--- src/sv/bgi_pkg.sv ---
`timescale 1ns / 1ps
`default_nettype none
// Shared types, constants, gamma tables and the microprogram for the
// brightness gamma interpolator. No dependencies.
package bgi_pkg;

    localparam int GammaRegs   = 21;
    localparam int GammaLevels = 9;
    localparam int StepW       = 3;
    localparam int IdxW        = 5;
    localparam int LvlW        = 4;

    localparam logic [7:0] ValMin    = 8'd10;
    localparam logic [7:0] ValMax    = 8'd250;
    localparam logic [7:0] LowLimit  = 8'd31;
    localparam logic [7:0] LowForce  = 8'd20;
    localparam logic [7:0] BankReg   = 8'h39;
    localparam logic [7:0] BankByte0 = 8'h43;
    localparam logic [7:0] BankByte1 = 8'h34;
    localparam logic [4:0] LevelStep = 5'd30;

    // Reciprocals of 30: 137/4096 for level split, 2185/65536 for the blend
    localparam logic [15:0] LevelRecip = 16'd137;
    localparam logic [23:0] DivRecip   = 24'd2185;

    localparam logic [IdxW-1:0] LastIdx = IdxW'(GammaRegs - 1);

    localparam logic [StepW-1:0] StepIdle  = 3'd0;
    localparam logic [StepW-1:0] StepSplit = 3'd1;
    localparam logic [StepW-1:0] StepFrac  = 3'd2;
    localparam logic [StepW-1:0] StepLoad  = 3'd3;
    localparam logic [StepW-1:0] StepMac   = 3'd4;
    localparam logic [StepW-1:0] StepEmit  = 3'd5;
    localparam logic [StepW-1:0] StepBank  = 3'd6;

    typedef enum logic [2:0] {
        ACT_NONE,
        ACT_CAPTURE,
        ACT_SPLIT,
        ACT_FRAC,
        ACT_LOAD,
        ACT_MAC,
        ACT_EMIT,
        ACT_BANK
    } act_t;

    typedef enum logic [1:0] {
        COND_NONE,
        COND_IN,
        COND_OUT
    } cond_t;

    typedef enum logic [1:0] {
        BR_NONE,
        BR_ALWAYS,
        BR_MORE
    } br_t;

    typedef struct packed {
        act_t             act;
        cond_t            hold;
        br_t              br;
        logic [StepW-1:0] target;
    } uword_t;

    typedef struct packed {
        act_t act;
        logic in_ready;
    } ctrl_t;

    typedef struct packed {
        logic out_free;
        logic idx_last;
    } stat_t;

    localparam logic [7:0] GAMMA_ADDR [GammaRegs] = '{
        8'h40, 8'h41, 8'h42, 8'h43, 8'h44, 8'h45, 8'h46,
        8'h50, 8'h51, 8'h52, 8'h53, 8'h54, 8'h55, 8'h56,
        8'h60, 8'h61, 8'h62, 8'h63, 8'h64, 8'h65, 8'h66
    };

    localparam logic [7:0] GAMMA_ROM [GammaLevels][GammaRegs] = '{
        '{8'h00,8'h3f,8'h40,8'h39,8'h32,8'h2e,8'h0c, 8'h00,8'h00,8'h00,8'h00,
          8'h26,8'h2d,8'h0b, 8'h00,8'h3f,8'h40,8'h38,8'h31,8'h2d,8'h12},
        '{8'h00,8'h3f,8'h3e,8'h2e,8'h2d,8'h28,8'h21, 8'h00,8'h00,8'h00,8'h21,
          8'h2a,8'h28,8'h20, 8'h00,8'h3f,8'h3e,8'h2d,8'h2b,8'h26,8'h2d},
        '{8'h00,8'h3f,8'h35,8'h2c,8'h2b,8'h26,8'h29, 8'h00,8'h00,8'h00,8'h25,
          8'h29,8'h26,8'h28, 8'h00,8'h3f,8'h34,8'h2b,8'h2a,8'h23,8'h37},
        '{8'h00,8'h3f,8'h30,8'h2a,8'h2b,8'h24,8'h2f, 8'h00,8'h00,8'h00,8'h25,
          8'h29,8'h24,8'h2e, 8'h00,8'h3f,8'h2f,8'h29,8'h29,8'h21,8'h3f},
        '{8'h00,8'h3f,8'h2e,8'h29,8'h2a,8'h23,8'h34, 8'h00,8'h00,8'h0a,8'h25,
          8'h28,8'h23,8'h33, 8'h00,8'h3f,8'h2d,8'h28,8'h27,8'h20,8'h46},
        '{8'h00,8'h3f,8'h2b,8'h29,8'h28,8'h23,8'h38, 8'h00,8'h00,8'h0b,8'h25,
          8'h27,8'h23,8'h37, 8'h00,8'h3f,8'h29,8'h28,8'h25,8'h20,8'h4b},
        '{8'h00,8'h3f,8'h29,8'h29,8'h27,8'h22,8'h3c, 8'h00,8'h00,8'h10,8'h26,
          8'h26,8'h22,8'h3b, 8'h00,8'h3f,8'h28,8'h28,8'h24,8'h1f,8'h50},
        '{8'h00,8'h3f,8'h28,8'h28,8'h28,8'h20,8'h40, 8'h00,8'h00,8'h11,8'h25,
          8'h27,8'h20,8'h3f, 8'h00,8'h3f,8'h27,8'h26,8'h26,8'h1c,8'h56},
        '{8'h00,8'h3f,8'h2a,8'h27,8'h27,8'h1f,8'h44, 8'h00,8'h00,8'h17,8'h24,
          8'h26,8'h1f,8'h43, 8'h00,8'h3f,8'h2a,8'h25,8'h24,8'h1b,8'h5c}
    };

    // Level one past the top reads as zero; it is only ever weighted by zero
    function automatic logic [7:0] rom_byte(input logic [LvlW-1:0] lvl,
                                            input logic [IdxW-1:0] idx);
        logic [7:0] res;
        res = 8'h00;
        if (int'(lvl) < GammaLevels && int'(idx) < GammaRegs)
        begin
            res = GAMMA_ROM[lvl][idx];
        end
        return res;
    endfunction

    function automatic logic [7:0] addr_byte(input logic [IdxW-1:0] idx);
        logic [7:0] res;
        res = 8'h00;
        if (int'(idx) < GammaRegs)
        begin
            res = GAMMA_ADDR[idx];
        end
        return res;
    endfunction

    // Microprogram: one control word per step
    function automatic uword_t ucode(input logic [StepW-1:0] step);
        uword_t w;
        case (step)
            StepIdle:  w = '{ACT_CAPTURE, COND_IN,   BR_NONE,   StepIdle};
            StepSplit: w = '{ACT_SPLIT,   COND_NONE, BR_NONE,   StepIdle};
            StepFrac:  w = '{ACT_FRAC,    COND_NONE, BR_NONE,   StepIdle};
            StepLoad:  w = '{ACT_LOAD,    COND_NONE, BR_NONE,   StepIdle};
            StepMac:   w = '{ACT_MAC,     COND_NONE, BR_NONE,   StepIdle};
            StepEmit:  w = '{ACT_EMIT,    COND_OUT,  BR_MORE,   StepLoad};
            StepBank:  w = '{ACT_BANK,    COND_OUT,  BR_ALWAYS, StepIdle};
            default:   w = '{ACT_NONE,    COND_NONE, BR_ALWAYS, StepIdle};
        endcase
        return w;
    endfunction

endpackage
`default_nettype wire

--- src/sv/bgi_sequencer.sv ---
`timescale 1ns / 1ps
`default_nettype none
// Step counter and microprogram fetch for the gamma interpolator.
// Depends on bgi_pkg.
module bgi_sequencer
(
    input  wire logic          clk,
    input  wire logic          rst_n,
    input  wire logic          in_valid,
    input  wire bgi_pkg::stat_t stat,
    output bgi_pkg::ctrl_t     ctrl
);

    logic [bgi_pkg::StepW-1:0] step_reg;
    logic [bgi_pkg::StepW-1:0] step_next;
    bgi_pkg::uword_t           uword;
    logic                      go;

    always_comb
    begin
        uword = bgi_pkg::ucode(step_reg);
        case (uword.hold)
            bgi_pkg::COND_NONE: go = 1'b1;
            bgi_pkg::COND_IN:   go = in_valid;
            bgi_pkg::COND_OUT:  go = stat.out_free;
            default:            go = 1'b1;
        endcase

        // Hold on an unmet condition, otherwise branch or advance
        if (!go)
        begin
            step_next = step_reg;
        end
        else if (uword.br == bgi_pkg::BR_ALWAYS ||
                 (uword.br == bgi_pkg::BR_MORE && !stat.idx_last))
        begin
            step_next = uword.target;
        end
        else
        begin
            step_next = step_reg + 1'b1;
        end

        ctrl.act      = go ? uword.act : bgi_pkg::ACT_NONE;
        ctrl.in_ready = (uword.hold == bgi_pkg::COND_IN);
    end

    always_ff @(posedge clk or negedge rst_n)
    begin
        if (!rst_n)
        begin
            step_reg <= bgi_pkg::StepIdle;
        end
        else
        begin
            step_reg <= step_next;
        end
    end

    a_emit_needs_room: assert property (@(posedge clk) disable iff (!rst_n)
        (ctrl.act == bgi_pkg::ACT_EMIT || ctrl.act == bgi_pkg::ACT_BANK) |-> stat.out_free)
        else $error("write issued into a full output register");

    a_capture_only_ready: assert property (@(posedge clk) disable iff (!rst_n)
        (ctrl.act == bgi_pkg::ACT_CAPTURE) |-> (ctrl.in_ready && in_valid))
        else $error("capture without an input transaction");

    a_bank_back_to_idle: assert property (@(posedge clk) disable iff (!rst_n)
        (ctrl.act == bgi_pkg::ACT_BANK) |=> (step_reg == bgi_pkg::StepIdle))
        else $error("sequencer did not return to idle after bank write");

endmodule
`default_nettype wire

--- src/sv/bgi_datapath.sv ---
`timescale 1ns / 1ps
`default_nettype none
// Datapath: conditioning, level split, table read, blend, divide by 30
// and the output register. Depends on bgi_pkg.
module bgi_datapath
(
    input  wire logic           clk,
    input  wire logic           rst_n,
    input  wire bgi_pkg::ctrl_t ctrl,
    input  wire logic [7:0]     in_data,
    output bgi_pkg::stat_t      stat,
    output logic                out_valid,
    input  wire logic           out_ready,
    output logic [7:0]          out_addr,
    output logic [7:0]          out_value,
    output logic                out_last
);

    logic [7:0]                x_reg,      x_next;
    logic [bgi_pkg::LvlW-1:0]  level_reg,  level_next;
    logic [4:0]                frac_reg,   frac_next;
    logic [bgi_pkg::IdxW-1:0]  idx_reg,    idx_next;
    logic [7:0]                a_reg,      a_next;
    logic [7:0]                b_reg,      b_next;
    logic [11:0]               y_reg,      y_next;
    logic                      toggle_reg, toggle_next;
    logic                      valid_reg,  valid_next;
    logic [7:0]                addr_reg,   addr_next;
    logic [7:0]                value_reg,  value_next;
    logic                      last_reg,   last_next;

    logic [7:0]  cond_v;
    logic [15:0] split_prod;
    logic [12:0] mac_sum;
    logic [23:0] div_prod;
    logic        out_free;

    assign out_free = !valid_reg || out_ready;

    always_comb
    begin
        // Clamp, round down to even, force the low end
        cond_v = in_data;
        if (cond_v < bgi_pkg::ValMin)
        begin
            cond_v = bgi_pkg::ValMin;
        end
        if (cond_v > bgi_pkg::ValMax)
        begin
            cond_v = bgi_pkg::ValMax;
        end
        cond_v[0] = 1'b0;
        if (cond_v < bgi_pkg::LowLimit)
        begin
            cond_v = bgi_pkg::LowForce;
        end

        split_prod = 16'(x_reg) * bgi_pkg::LevelRecip;
        mac_sum    = 13'(a_reg) * 13'(bgi_pkg::LevelStep - frac_reg)
                   + 13'(b_reg) * 13'(frac_reg);
        div_prod   = 24'(y_reg) * bgi_pkg::DivRecip;

        x_next      = x_reg;
        level_next  = level_reg;
        frac_next   = frac_reg;
        idx_next    = idx_reg;
        a_next      = a_reg;
        b_next      = b_reg;
        y_next      = y_reg;
        toggle_next = toggle_reg;
        valid_next  = out_ready ? 1'b0 : valid_reg;
        addr_next   = addr_reg;
        value_next  = value_reg;
        last_next   = last_reg;

        case (ctrl.act)
            bgi_pkg::ACT_CAPTURE:
            begin
                x_next = cond_v - bgi_pkg::ValMin;
            end
            bgi_pkg::ACT_SPLIT:
            begin
                level_next = split_prod[15:12];
            end
            bgi_pkg::ACT_FRAC:
            begin
                frac_next = 5'(x_reg - 8'({4'b0, level_reg} * 8'(bgi_pkg::LevelStep)));
                idx_next  = '0;
            end
            bgi_pkg::ACT_LOAD:
            begin
                a_next = bgi_pkg::rom_byte(level_reg, idx_reg);
                b_next = bgi_pkg::rom_byte(level_reg + 1'b1, idx_reg);
            end
            bgi_pkg::ACT_MAC:
            begin
                y_next = 12'(mac_sum);
            end
            bgi_pkg::ACT_EMIT:
            begin
                valid_next = 1'b1;
                addr_next  = bgi_pkg::addr_byte(idx_reg);
                value_next = div_prod[23:16];
                last_next  = 1'b0;
                idx_next   = idx_reg + 1'b1;
            end
            bgi_pkg::ACT_BANK:
            begin
                valid_next  = 1'b1;
                addr_next   = bgi_pkg::BankReg;
                value_next  = toggle_reg ? bgi_pkg::BankByte1 : bgi_pkg::BankByte0;
                last_next   = 1'b1;
                toggle_next = !toggle_reg;
            end
            default:
            begin
            end
        endcase
    end

    always_ff @(posedge clk or negedge rst_n)
    begin
        if (!rst_n)
        begin
            toggle_reg <= 1'b0;
            valid_reg  <= 1'b0;
        end
        else
        begin
            toggle_reg <= toggle_next;
            valid_reg  <= valid_next;
        end
    end

    always_ff @(posedge clk)
    begin
        x_reg     <= x_next;
        level_reg <= level_next;
        frac_reg  <= frac_next;
        idx_reg   <= idx_next;
        a_reg     <= a_next;
        b_reg     <= b_next;
        y_reg     <= y_next;
        addr_reg  <= addr_next;
        value_reg <= value_next;
        last_reg  <= last_next;
    end

    assign stat.out_free = out_free;
    assign stat.idx_last = (idx_reg == bgi_pkg::LastIdx);
    assign out_valid     = valid_reg;
    assign out_addr      = addr_reg;
    assign out_value     = value_reg;
    assign out_last      = last_reg;

    a_level_range: assert property (@(posedge clk) disable iff (!rst_n)
        (ctrl.act == bgi_pkg::ACT_FRAC) |=>
        (int'(level_reg) < bgi_pkg::GammaLevels) &&
        (int'(frac_reg) < 30) &&
        (int'(level_reg) != bgi_pkg::GammaLevels - 1 || frac_reg == 5'd0))
        else $error("level split out of range");

    a_toggle_flips: assert property (@(posedge clk) disable iff (!rst_n)
        (ctrl.act == bgi_pkg::ACT_BANK) |=> (toggle_reg != $past(toggle_reg)))
        else $error("bank toggle did not flip");

    a_last_is_bank: assert property (@(posedge clk) disable iff (!rst_n)
        (valid_reg && last_reg) |-> (addr_reg == bgi_pkg::BankReg))
        else $error("final write not addressed to the bank register");

endmodule
`default_nettype wire

--- src/sv/brightness_gamma_interpolator_unit.sv ---
`timescale 1ns / 1ps
`default_nettype none
// Top level of the brightness gamma interpolator: microcoded sequencer
// driving the interpolation datapath. Depends on bgi_pkg, bgi_sequencer,
// bgi_datapath.
//
// Usage:
//   Slave channel: one transaction carries a brightness request (any 8-bit
//   value). Master channel: 22 transactions follow, 21 gamma register
//   writes (0x40..0x46, 0x50..0x56, 0x60..0x66) then one bank-select write
//   to 0x39 carrying 0x43 or 0x34 in turn, marked by tlast.
//   Timing: the sequencer spends one step on capture, two on splitting the
//   request into level and fraction, then three steps per gamma write
//   (table read, blend, divide and issue) and one for the bank write.
//   Without back-pressure the three-step loop per register sets how long a
//   request takes, and s_axis_tready rises again the cycle after the bank
//   write is issued.
//   Back-pressure: a full output register that is not taken holds the
//   sequencer at its issue step; nothing is dropped.
//   Reset: asynchronous, active low; returns the sequencer to idle, empties
//   the output register and clears the bank toggle to the 0x43 byte.
module brightness_gamma_interpolator_unit
(
    input  wire logic        clk,
    input  wire logic        rst_n,
    input  wire logic        s_axis_tvalid,
    output logic             s_axis_tready,
    input  wire logic [7:0]  s_axis_tdata,   // [7:0] brightness
    output logic             m_axis_tvalid,
    input  wire logic        m_axis_tready,
    output logic [15:0]      m_axis_tdata,   // [7:0] reg_address, [15:8] reg_value
    output logic             m_axis_tlast    // last_write
);

    bgi_pkg::ctrl_t ctrl;
    bgi_pkg::stat_t stat;
    logic [7:0]     out_addr;
    logic [7:0]     out_value;

    // Fetch control words and advance the step counter
    bgi_sequencer u_seq
    (
        .clk      (clk),
        .rst_n    (rst_n),
        .in_valid (s_axis_tvalid),
        .stat     (stat),
        .ctrl     (ctrl)
    );

    // Execute each step's action and hold the outgoing transaction
    bgi_datapath u_dp
    (
        .clk       (clk),
        .rst_n     (rst_n),
        .ctrl      (ctrl),
        .in_data   (s_axis_tdata),
        .stat      (stat),
        .out_valid (m_axis_tvalid),
        .out_ready (m_axis_tready),
        .out_addr  (out_addr),
        .out_value (out_value),
        .out_last  (m_axis_tlast)
    );

    assign s_axis_tready = ctrl.in_ready;
    assign m_axis_tdata  = {out_value, out_addr};

endmodule
`default_nettype wire

--- config.mk ---
export PLATFORM = sky130hd
export DESIGN_NAME = brightness_gamma_interpolator_unit
export DESIGN_NICKNAME = d
export VERILOG_FILES = /design/src/sv/bgi_pkg.sv /design/src/sv/bgi_sequencer.sv /design/src/sv/bgi_datapath.sv /design/src/sv/brightness_gamma_interpolator_unit.sv
export SDC_FILE = /design/constraint.sdc
export NUM_CORES = 1
export LEC_CHECK = 0
export BUFFER_PORTS_ARGS = -buffer_cell sky130_fd_sc_hd__buf_4
export CAP_MARGIN = 20
export CORE_MARGIN = 2
export CORE_UTILIZATION = 54
export CTS_CLUSTER_DIAMETER = 80
export DETAILED_ROUTE_END_ITERATION = 8
export PLACE_DENSITY = 0.71
export SYNTH_ARGS = -nofsm -noshare
export SYNTH_HDL_FRONTEND = slang
export SYNTH_HIERARCHICAL = 1
export SYNTH_SLANG_ARGS = --single-unit
--- constraint.sdc ---
create_clock -name clk -period 4.8 [get_ports clk]
set_input_delay 0.24 -clock clk [delete_from_list [all_inputs] [get_ports clk]]
set_output_delay 0.24 -clock clk [all_outputs]
set_load 0.05 [all_outputs]
After elaboration in Yosys (flattened, before gate mapping)
Memory sizes are Yosys's and may differ from the RTL's.
Index checks and enable logic that the tools add are counted.
W data, S select, Z words.

storage, ports and cells
  register bits = 72
  latch bits = 0
  RAM bits = 0
  bits in read-only memories = 5,632
  output and inout bits = 19
  logic and storage cells = 98
  memories kept = 3

memories
  memory            words  bits a word  read ports  clocked after Yosys merged registers in  wr ports  RTL line        RTL
  (name not given)  16     168          1           0                                        0         bgi_pkg.sv:110  res = GAMMA_ROM[lvl][idx];
  (name not given)  16     168          1           0                                        0         bgi_pkg.sv:110
  (name not given)  32     8            1           0                                        0         bgi_pkg.sv:120  res = GAMMA_ADDR[idx];

cells by class
  add/sub/neg operators = 7
  multiply operators = 5
  divide/modulo/power cells = 0
  $lt $le $gt $ge = 9
  equality and inequality tests = 18
  shift operators = 0
  multiplexer cells = 27
  bitwise gates (word level) = 3
  reduce and logical (&&, ||, !) cells = 13

operators by type and width
  cell                      count
  $mux W168                 4
  $bmux W8 S5               2
  $mux W8                   10
  $pmux W10 S7              1
  $pmux W8 S2               2
  $mul A12 B12 Y24 const B  1
  $eq A3 B3 Y1 const B      7
  $mul A8 B8 Y16 const B    1
  $mul A8 B13 Y12           1
  $add A12 B12 Y12          1
  $eq A3 B2 Y1 const B      4
  $mul A8 B5 Y12            1
  $ge A5 B5 Y1 const B      2
  $not A4 Y5                2
  $pmux W5 S2               1
  $gt A8 B8 Y1 const B      1
  $lt A4 B4 Y1 const B      2
  $lt A8 B4 Y1 const B      1
  $lt A8 B5 Y1 const B      1
  $sub A8 B4 Y8 const B     1
  $mux W7                   1
  $eq A3 B1 Y1 const B      2
  $ge A6 B6 Y1 const B      1
  $mux W3                   2
  19 further kinds          30

Depth between registers and ports, before layout
Gate-level depths: netlist of the first run.

  word-level depth = 8
  depth in mapped cells = 18

Cells and area by module
The synthesis of the first run kept the hierarchy.

modules (own cells, without submodules)
  module         times used  cells each  area each (µm²)
  bgi_datapath   1           1,090       9,345.2
  bgi_sequencer  1           34          307.8

Worst setup path after synthesis of the first run
Ideal clock, no wire load.

  path kind = register -> register
  start point = reg u_dp.frac_reg[4]
  end point = reg u_dp.y_reg[9] (data pin)
  library setup time = 0.258 ns
  arrival time = 4.330 ns
  required time = 4.542 ns
  path slack = 0.212 ns
  stages on the path, launching flop included = 17
  buffers on the path = 1
  clock period less this slack = 4.588 ns
  path through = edfxtp_1 clkbuf_1 and2_1 fa_1 fa_1 fa_1 inv_1 fa_1 inv_1 ha_1 ha_1 nor2b_1 o21ai_0 a21boi_0 o21ai_0 nor2b_1 xnor2_1

between the ends
  longest elaborated chain between the ends = 3
  elaborated cells on any way between the ends = 4
  classes of those cells = add/sub (2); mul (2)

RTL lines
  item                       RTL line             RTL
  from (decl)                bgi_datapath.sv:21   logic [4:0] frac_reg, frac_next;
  from (signal assigned)     bgi_datapath.sv:139  frac_reg <= frac_next;
  $sub A5 B5 Y6              bgi_datapath.sv:59   mac_sum = 13'(a_reg) * 13'(bgi_pkg::LevelStep - frac_reg)
  $mul A8 B13 Y12            bgi_datapath.sv:59
  $add A12 B12 Y12 *         bgi_datapath.sv:60   + 13'(b_reg) * 13'(frac_reg);
  named net u_dp.mac_sum[9]  bgi_datapath.sv:34   logic [12:0] mac_sum;
  to (signal assigned)       bgi_datapath.sv:143  y_reg <= y_next;
  to (decl)                  bgi_datapath.sv:25   logic [11:0] y_reg, y_next;

The timed path passes the listed nets; every way through them passes the cells marked *.
A chain may end at the register's enable or synchronous reset.

Worst setup path in the final report of the first run
  start point = reg u_dp.frac_reg[4]
  end point = reg u_dp.y_reg[11] (data pin)

The elaborated chain is that of the path after synthesis.

==> results by group, run 1 <==
Floorplan
  – Y dimension of the die: about 140 microns
  – I/O pin total: 31
  – Area of the placeable core: about 17,000 sq um
  – Width of the chip: 138 microns
  – Std-Cell Rows: 48
  – Full die area: roughly 19,000 sq um
  – Starting density of the core: 55.4%

STA
  – Final hold violations: 0
  – Worst slew pin tran: roughly 1.0 ns
  – Final worst clock skew: 0.00993 ns
  – Shortest period the worst path allows: approximately 4.6 ns
  – Worst slew margin: roughly a third
  – Maximum achievable frequency: between 200 and 250 MHz
  – Setup violators final: 0
  – Slew Limit Fails: 0
  – Setup TNS: 0 ns
  – Final critical-path share of the clock period: 96.0%

GRT
  – Number of antenna violations at the first check in global routing: 1
  – Via count of the first global-routing pass: between 8,000 and 9,000
  – Global-route total usage across every layer: about 28%
  – Maximum number of pins on one net before global-route repair: 60
  – Aggregate global routing overflow: 0
  – First-pass GRT wire length: just over 40 mm

Synth
  – Gate count of the mapped netlist: ~1,100
  – Number of enable flip-flop cells after synthesis: 61
  – Share of the yosys chip area belonging to registers: ~20%
  – Most common flop cell mapped by yosys: sky130_fd_sc_hd__edfxtp_1
  – Syn Std Cell Area: around 9700 sq um
  – Number of library cell types mapped by synthesis: 90
  – Proportion of netlist area held by the largest area contributor: slightly below 20%
  – Flops & latches, synth: 66
  – Share of async-settable or async-resettable flops after synthesis: under 10%
  – Synthesis Warnings: 6
  – Synthesized area divided by synthesized cell count: 8.59 sq um
  – Cells taking the most area after synthesis: sky130_fd_sc_hd__ha_1 (19%), sky130_fd_sc_hd__edfxtp_1 (19%), sky130_fd_sc_hd__fa_1 (8.7%)
  – Yosys top cell by area: sky130_fd_sc_hd__ha_1

Setup path
  – Cell type group with the largest total delay on the critical path: adder cells
  – Largest stage delay on the critical path: around 0.54 ns
  – Endpoint arrival time on the critical path: 4.67 ns
  – Startpoint Class: flop
  – Logic depth of the worst register-to-register path: 18
  – Max stage delay cell, worst path: sky130_fd_sc_hd__fa_1
  – Largest driver fanout on the critical path: 6
  – Capturing point of the worst reg2reg path: u_dp/y_reg[11]$_DFFE_PN_
  – Worst setup path class: reg -> reg
  – Flop2flop setup slack: 0.19 ns
  – Endpoint type of the worst setup path: flop
  – Cell Chain, Critical Path: buf_4, nand2b_1, fa_1, inv_1, ha_1, inv_1, fa_1, inv_1, fa_1, ha_1, inv_1, fa_1, nor2b_1, o21ai_1, a21boi_2, o21ai_2, a21oi_1, xnor2_1
  – Sum of buffers and inverters on the critical path: 5
  – Launch instance of the worst register-to-register path: u_dp/frac_reg[4]$_DFFE_PN_
  – Worst EP required: ~5 ns

Route
  – Number of DRC violations after detailed routing: 0
  – Post-DRT Antenna Nets: 0
  – Routed WL: 25.7 mm
  – Violation count after the first detailed-routing iteration: between 900 and 1,000
  – Count of vias placed by the detailed router: around 8,400
  – Via-per-instance ratio: roughly 6.2
  – Post-detailed-route wirelength per cell: 19.0 microns
  – First drt pass iteration count: 6

Job
  – Number of max-cap violations: 0

Cells and area
  – Share of cells above drive strength 1: a little under a tenth
  – Fillers: 1,584
  – Final Net Count: 1,329
  – Sequential Area: 1960 sq um
  – Area growth from synthesis to layout: 6.86%
  – Number of inserted diodes: 0
  – Footprint of the multi-input gates: a little under 7000 sq um
  – Number of flip-flops under the largest register name: 11

CTS
  – Number of H-tree levels: 3
  – Clock insertion delay at the later pin of the skew report: around 0.33 ns
  – Root Buffer: sky130_fd_sc_hd__clkbuf_16
  – Clock tree from TritonCTS: done
  – Number of CTS-inserted buffers: 9
  – Worst-path clk slew: roughly 0.050 ns
  – Clock tree buffer depth: 2
  – Number of clock sinks: between 60 and 70

Min path
  – Cell depth of the worst min-delay path: 3
  – Hold path start: m_axis_tready
  – Hold path endpoint: u_dp/out_valid$_DFFE_PN0P_
  – Worst Hold Class: in -> reg

Place
  – Port-buffer cells: 28
  – HPWL after detailed placement: 19.5 mm
  – Routability congestion estimate: around 0.97

Status
  – Result of the run: completed
-- metal layers --
layer,vias to the layer above,global-route usage (%),share of wire (%)
li1,4025,-,-
met1,3931,35.5,42
met2,366,46.5,46
met3,78,6.29,8.6
met4,0,10.9,3.5
met5,-,0,0
-- stage by stage --
stage / cells / cell area (sq um) / util (%) / setup WS [ns] / hold slack, ns
finish: 1355 / 10300 / 59.2 / 0.193 / 0.205
global route: 1355 / 10300 / 59.2 / -0.00176 / 0.238
CTS: 1351 / 10300 / 58.9 / 0.00556 / 0.195
detailed placement: 1334 / 9970 / 57.2 / 0.00108 / 0.0505
global placement: 1334 / 9970 / 57.2 / 0.0959 / 0.0491
floorplan: 1127 / 9660 / - / 0.212 / -0.0556
-- cells in the mapped netlist (8+ instances only) --
cell type / count
sky130_fd_sc_hd__nand3_1: 28
sky130_fd_sc_hd__buf_4: 9
sky130_fd_sc_hd__a21oi_1: 71
sky130_fd_sc_hd__and2_1: 17
sky130_fd_sc_hd__mux2i_1: 8
sky130_fd_sc_hd__nor2_1: 62
sky130_fd_sc_hd__o21ai_0: 74
sky130_fd_sc_hd__nand2b_1: 32
sky130_fd_sc_hd__ha_1: 150
sky130_fd_sc_hd__inv_1: 117
sky130_fd_sc_hd__nor2b_1: 31
sky130_fd_sc_hd__edfxtp_1: 61
sky130_fd_sc_hd__xnor2_1: 26
sky130_fd_sc_hd__a211oi_1: 23
sky130_fd_sc_hd__clkbuf_1: 21
sky130_fd_sc_hd__o211ai_1: 12
sky130_fd_sc_hd__o31ai_1: 12
sky130_fd_sc_hd__fa_1: 42
sky130_fd_sc_hd__nor3_1: 20
sky130_fd_sc_hd__a21o_1: 9
sky130_fd_sc_hd__a31oi_1: 10
sky130_fd_sc_hd__nand2_1: 82
sky130_fd_sc_hd__buf_2: 33
-- worst register-to-register path: stages, from the launching register on --
cell and delay (ns):
sky130_fd_sc_hd__edfxtp_1 0.46, sky130_fd_sc_hd__buf_4 0.20, sky130_fd_sc_hd__nand2b_1 0.17, sky130_fd_sc_hd__fa_1 0.54, sky130_fd_sc_hd__inv_1 0.04, sky130_fd_sc_hd__ha_1 0.26
sky130_fd_sc_hd__inv_1 0.05, sky130_fd_sc_hd__fa_1 0.48, sky130_fd_sc_hd__inv_1 0.06, sky130_fd_sc_hd__fa_1 0.47, sky130_fd_sc_hd__ha_1 0.31, sky130_fd_sc_hd__inv_1 0.06
sky130_fd_sc_hd__fa_1 0.46, sky130_fd_sc_hd__nor2b_1 0.13, sky130_fd_sc_hd__o21ai_1 0.10, sky130_fd_sc_hd__a21boi_2 0.19, sky130_fd_sc_hd__o21ai_2 0.09, sky130_fd_sc_hd__a21oi_1 0.20
sky130_fd_sc_hd__xnor2_1 0.10
-- final cells by class --
type	count	share of cell area [%]
clock buffers	12	2.29
clock inverters	4	0.412
inverters	121	4.40
multi-input cells	868	66.9
flip-flops and latches	66	19.0
well taps	225	2.73
repair buffers	59	4.32
-- cells in the final DEF, fill, tap and decap left out, types with 7 or more instances in the layout --
master	instances
sky130_fd_sc_hd__a211oi_1	23
sky130_fd_sc_hd__a21o_1	9
sky130_fd_sc_hd__a21oi_1	71
sky130_fd_sc_hd__a31oi_1	10
sky130_fd_sc_hd__and2_1	17
sky130_fd_sc_hd__and3_1	7
sky130_fd_sc_hd__buf_4	57
sky130_fd_sc_hd__clkbuf_16	9
sky130_fd_sc_hd__edfxtp_1	61
sky130_fd_sc_hd__fa_1	42
sky130_fd_sc_hd__ha_1	149
sky130_fd_sc_hd__inv_1	117
sky130_fd_sc_hd__mux2i_1	8
sky130_fd_sc_hd__nand2_1	82
sky130_fd_sc_hd__nand2b_1	32
sky130_fd_sc_hd__nand3_1	28
sky130_fd_sc_hd__nand4_1	7
sky130_fd_sc_hd__nor2_1	62
sky130_fd_sc_hd__nor2b_1	30
sky130_fd_sc_hd__nor3_1	20
sky130_fd_sc_hd__o211ai_1	12
sky130_fd_sc_hd__o21ai_0	72
sky130_fd_sc_hd__o221ai_1	7
sky130_fd_sc_hd__o31ai_1	12
sky130_fd_sc_hd__xnor2_1	26
-- worst max path at each step --
stage	from	endpoint	slack, ns	cells after the start
6_report	u_dp/frac_reg[4]$_DFFE_PN_	u_dp/y_reg[11]$_DFFE_PN_	0.19	18
3_3_place_gp	u_dp/frac_reg[3]$_DFFE_PN_	u_dp/y_reg[9]$_DFFE_PN_	0.1	15
3_5_place_dp	u_dp/frac_reg[3]$_DFFE_PN_	u_dp/y_reg[11]$_DFFE_PN_	0.001	15
5_1_grt	u_dp/frac_reg[4]$_DFFE_PN_	u_dp/y_reg[9]$_DFFE_PN_	-0.002	15
2_1_floorplan	u_dp/frac_reg[4]$_DFFE_PN_	u_dp/y_reg[9]$_DFFE_PN_	0.21	16
4_1_cts	u_dp/frac_reg[3]$_DFFE_PN_	u_dp/y_reg[11]$_DFFE_PN_	0.006	15
-- timing repair --
action | in CTS | in global routing
endpoints found under the hold margin | 5 | 0
endpoints found under the setup margin | 0 | 3
hold buffers | 1 | 0
setup buffers | 0 | 3
gates resized for setup | 0 | 8
-- cells by family (layout without fill, tap and decap cells) --
| family | after synthesis | after routing | share of synthesized area, % |
|---|---|---|---|
| buf+inv | 193 | 196 | 8.75 |
| compound gates | 306 | 306 | 21.4 |
| xor+xnor | 31 | 31 | 2.81 |
| flops | 66 | 66 | 20.3 |
| mux | 11 | 11 | 1.30 |
| fa+ha+maj | 192 | 192 | 28.2 |
| other cells | 2 | 5 | 0.0778 |
| simple gates | 323 | 323 | 17.2 |
Power of run 1 is left out: the tool's default activity adds up to more than one toggle a clock period on the data nets, which glitch-free logic cannot reach.
==> run 2: changes to the inputs <==
--- a/config.mk
+++ b/config.mk
@@ -5,7 +5,7 @@
 export SDC_FILE = /design/constraint.sdc
 export NUM_CORES = 1
 export LEC_CHECK = 0
-export BUFFER_PORTS_ARGS = -buffer_cell sky130_fd_sc_hd__buf_4
+export BUFFER_PORTS_ARGS = -buffer_cell sky130_fd_sc_hd__buf_2
 export CAP_MARGIN = 20
 export CORE_MARGIN = 2
 export CORE_UTILIZATION = 54
@@ -16,3 +16,4 @@
 export SYNTH_HDL_FRONTEND = slang
 export SYNTH_HIERARCHICAL = 1
 export SYNTH_SLANG_ARGS = --single-unit
+export TNS_END_PERCENT = 1
==> results by group, run 2 (synthesis results as in run 1) <==
Floorplan
  – Std-Cell Rows: 48
  – I/O pin total: 31
  – Full die area: roughly 19,000 sq um
  – Width of the chip: around 140 microns
  – Y dimension of the die: around 140 microns
  – Starting density of the core: 55.4%
  – Area of the placeable core: 17,400 sq um

Route
  – Count of vias placed by the detailed router: between 8,000 and 9,000
  – Number of DRC violations after detailed routing: 0
  – Via-per-instance ratio: ~6.3
  – Routed WL: between 20 and 30 mm
  – Violation count after the first detailed-routing iteration: 939
  – First drt pass iteration count: 7
  – Post-detailed-route wirelength per cell: 18.9 microns
  – Post-DRT Antenna Nets: 0

STA
  – Setup violators final: 0
  – Slew Limit Fails: 0
  – Final hold slack: 0.178 ns
  – Final worst clock skew: just over 0.009 ns
  – Worst slew pin tran: around 1.0 ns
  – Unrepaired setup endpoints after global routing: true
  – Worst slew margin: roughly a third
  – Final critical-path share of the clock period: between 90% and 100%
  – Min setup slack post-route: about 0.13 ns
  – Maximum achievable frequency: around 210 MHz
  – Final hold violations: 0
  – Shortest period the worst path allows: ~4.7 ns

CTS
  – Clock insertion delay at the later pin of the skew report: approximately 0.33 ns
  – Root Buffer: sky130_fd_sc_hd__clkbuf_16
  – Clock tree from TritonCTS: done
  – Number of H-tree levels: 3
  – Number of clock sinks: 66
  – Clock tree buffer depth: 2
  – Number of CTS-inserted buffers: 9
  – Worst-path clk slew: about 0.050 ns

GRT
  – Aggregate global routing overflow: 0
  – Number of antenna violations at the first check in global routing: 0
  – Global-route total usage across every layer: between 20 and 30%
  – Via count of the first global-routing pass: just over 8,000
  – Maximum number of pins on one net before global-route repair: slightly below 60
  – First-pass GRT wire length: 41.7 mm

Setup path
  – Source of the critical timing path: u_dp/frac_reg[2]$_DFFE_PN_
  – Launch instance of the worst register-to-register path: u_dp/frac_reg[2]$_DFFE_PN_
  – Worst EP required: 4.88 ns
  – Capturing point of the worst reg2reg path: u_dp/y_reg[9]$_DFFE_PN_
  – Worst setup path class: reg -> reg
  – Logic depth of the worst register-to-register path: 14
  – Endpoint arrival time on the critical path: ~4.8 ns
  – Flop2flop setup slack: between 0.1 and 0.15 ns
  – Largest driver fanout on the critical path: 7
  – Endpoint type of the worst setup path: flop
  – Startpoint Class: flop

Job
  – Number of max-cap violations: 0

Min path
  – Hold path start: m_axis_tready
  – Hold path endpoint: u_dp/out_valid$_DFFE_PN0P_
  – Worst Hold Class: in -> reg
  – Cell depth of the worst min-delay path: 3

Cells and area
  – Number of flip-flops under the largest register name: 11
  – Top library cells by usage in the layout, fill and taps aside: sky130_fd_sc_hd__ha_1 (150), sky130_fd_sc_hd__inv_1 (117), sky130_fd_sc_hd__nand2_1 (82)
  – Number of inserted diodes: 0
  – Most common cell after layout, fill and taps aside: sky130_fd_sc_hd__ha_1
  – Share of cells above drive strength 1: between 9 and 10%
  – Area growth from synthesis to layout: 6.31%
  – Final Net Count: 1,325

Place
  – Port-buffer cells: 28
  – Routability congestion estimate: 0.984
  – Worst setup slack before clock tree synthesis: 0.0899 ns
  – HPWL after detailed placement: between 15 and 20 mm

Status
  – Result of the run: completed
## run 2: changes by cell type in the layout (fill, tap and decap cells not counted), sizes merged
cell	before	now
bufinv	1	3
clkbuf	13	11
buf	57	53
## run 2: worst max path at each step
stage                              end  slack [ns]  cells past startpoint
2_1_floorplan  u_dp/y_reg[9]$_DFFE_PN_        0.21                     16
5_1_grt        u_dp/y_reg[9]$_DFFE_PN_       -0.07                     14
3_3_place_gp   u_dp/y_reg[9]$_DFFE_PN_        0.12                     15
3_5_place_dp   u_dp/y_reg[9]$_DFFE_PN_        0.09                     15
4_1_cts        u_dp/y_reg[9]$_DFFE_PN_        0.08                     15
6_report       u_dp/y_reg[9]$_DFFE_PN_        0.13                     14
## run 2: worst max-delay path, cell delays in order (launching register included)
cell and delay, ns:
sky130_fd_sc_hd__edfxtp_1 0.50, sky130_fd_sc_hd__buf_4 0.19, sky130_fd_sc_hd__and2_1 0.14, sky130_fd_sc_hd__fa_1 0.46
sky130_fd_sc_hd__fa_1 0.52, sky130_fd_sc_hd__fa_1 0.55, sky130_fd_sc_hd__inv_1 0.06, sky130_fd_sc_hd__fa_1 0.50
sky130_fd_sc_hd__fa_1 0.55, sky130_fd_sc_hd__inv_1 0.04, sky130_fd_sc_hd__ha_1 0.29, sky130_fd_sc_hd__a21boi_1 0.21
sky130_fd_sc_hd__o21ai_1 0.11, sky130_fd_sc_hd__nor2b_2 0.17, sky130_fd_sc_hd__xnor2_1 0.13
## run 2: cell type report
class                      count  area, sq um
fill                        1580         7150
tap                          225          282
timing repair buffer          55          358
sequential                    66         1960
multi-input combinational    868         6880
clock inverter                 6          105
inverter                     121          454
clock buffer                  10          229
## run 2: routing by layer
metal	global-route usage [%]	vias to the layer above	routed length, microns	share of wire [%]
met2	45.4	415	11600	45
met3	6.48	103	2170	8.5
met5	0	-	0	0
li1	-	4006	-	-
met1	36.2	3960	10700	42
met4	12.0	0	1030	4.0
## run 2: repair_timing
| item | in CTS | in global routing |
|---|---|---|
| gates resized for setup | 0 | 5 |
| hold buffers | 1 | 0 |
| setup endpoints to repair | 0 | 3 |
| buffers inserted | 0 | 2 |
| endpoints found under the hold margin | 5 | 0 |
## run 2: metrics by stage
step / instances / instance area (sq um) / util, % / setup TNS (ns)
after floorplan: 1127 / 9660 / - / 0
after global placement: 1331 / 9890 / 56.8 / 0
after detailed placement: 1331 / 9890 / 56.8 / 0
after CTS: 1348 / 10200 / 58.7 / 0
after global routing: 1351 / 10300 / 58.9 / -0.136
final: 1351 / 10300 / 58.9 / 0
Power of run 2 is left out for the same reason.
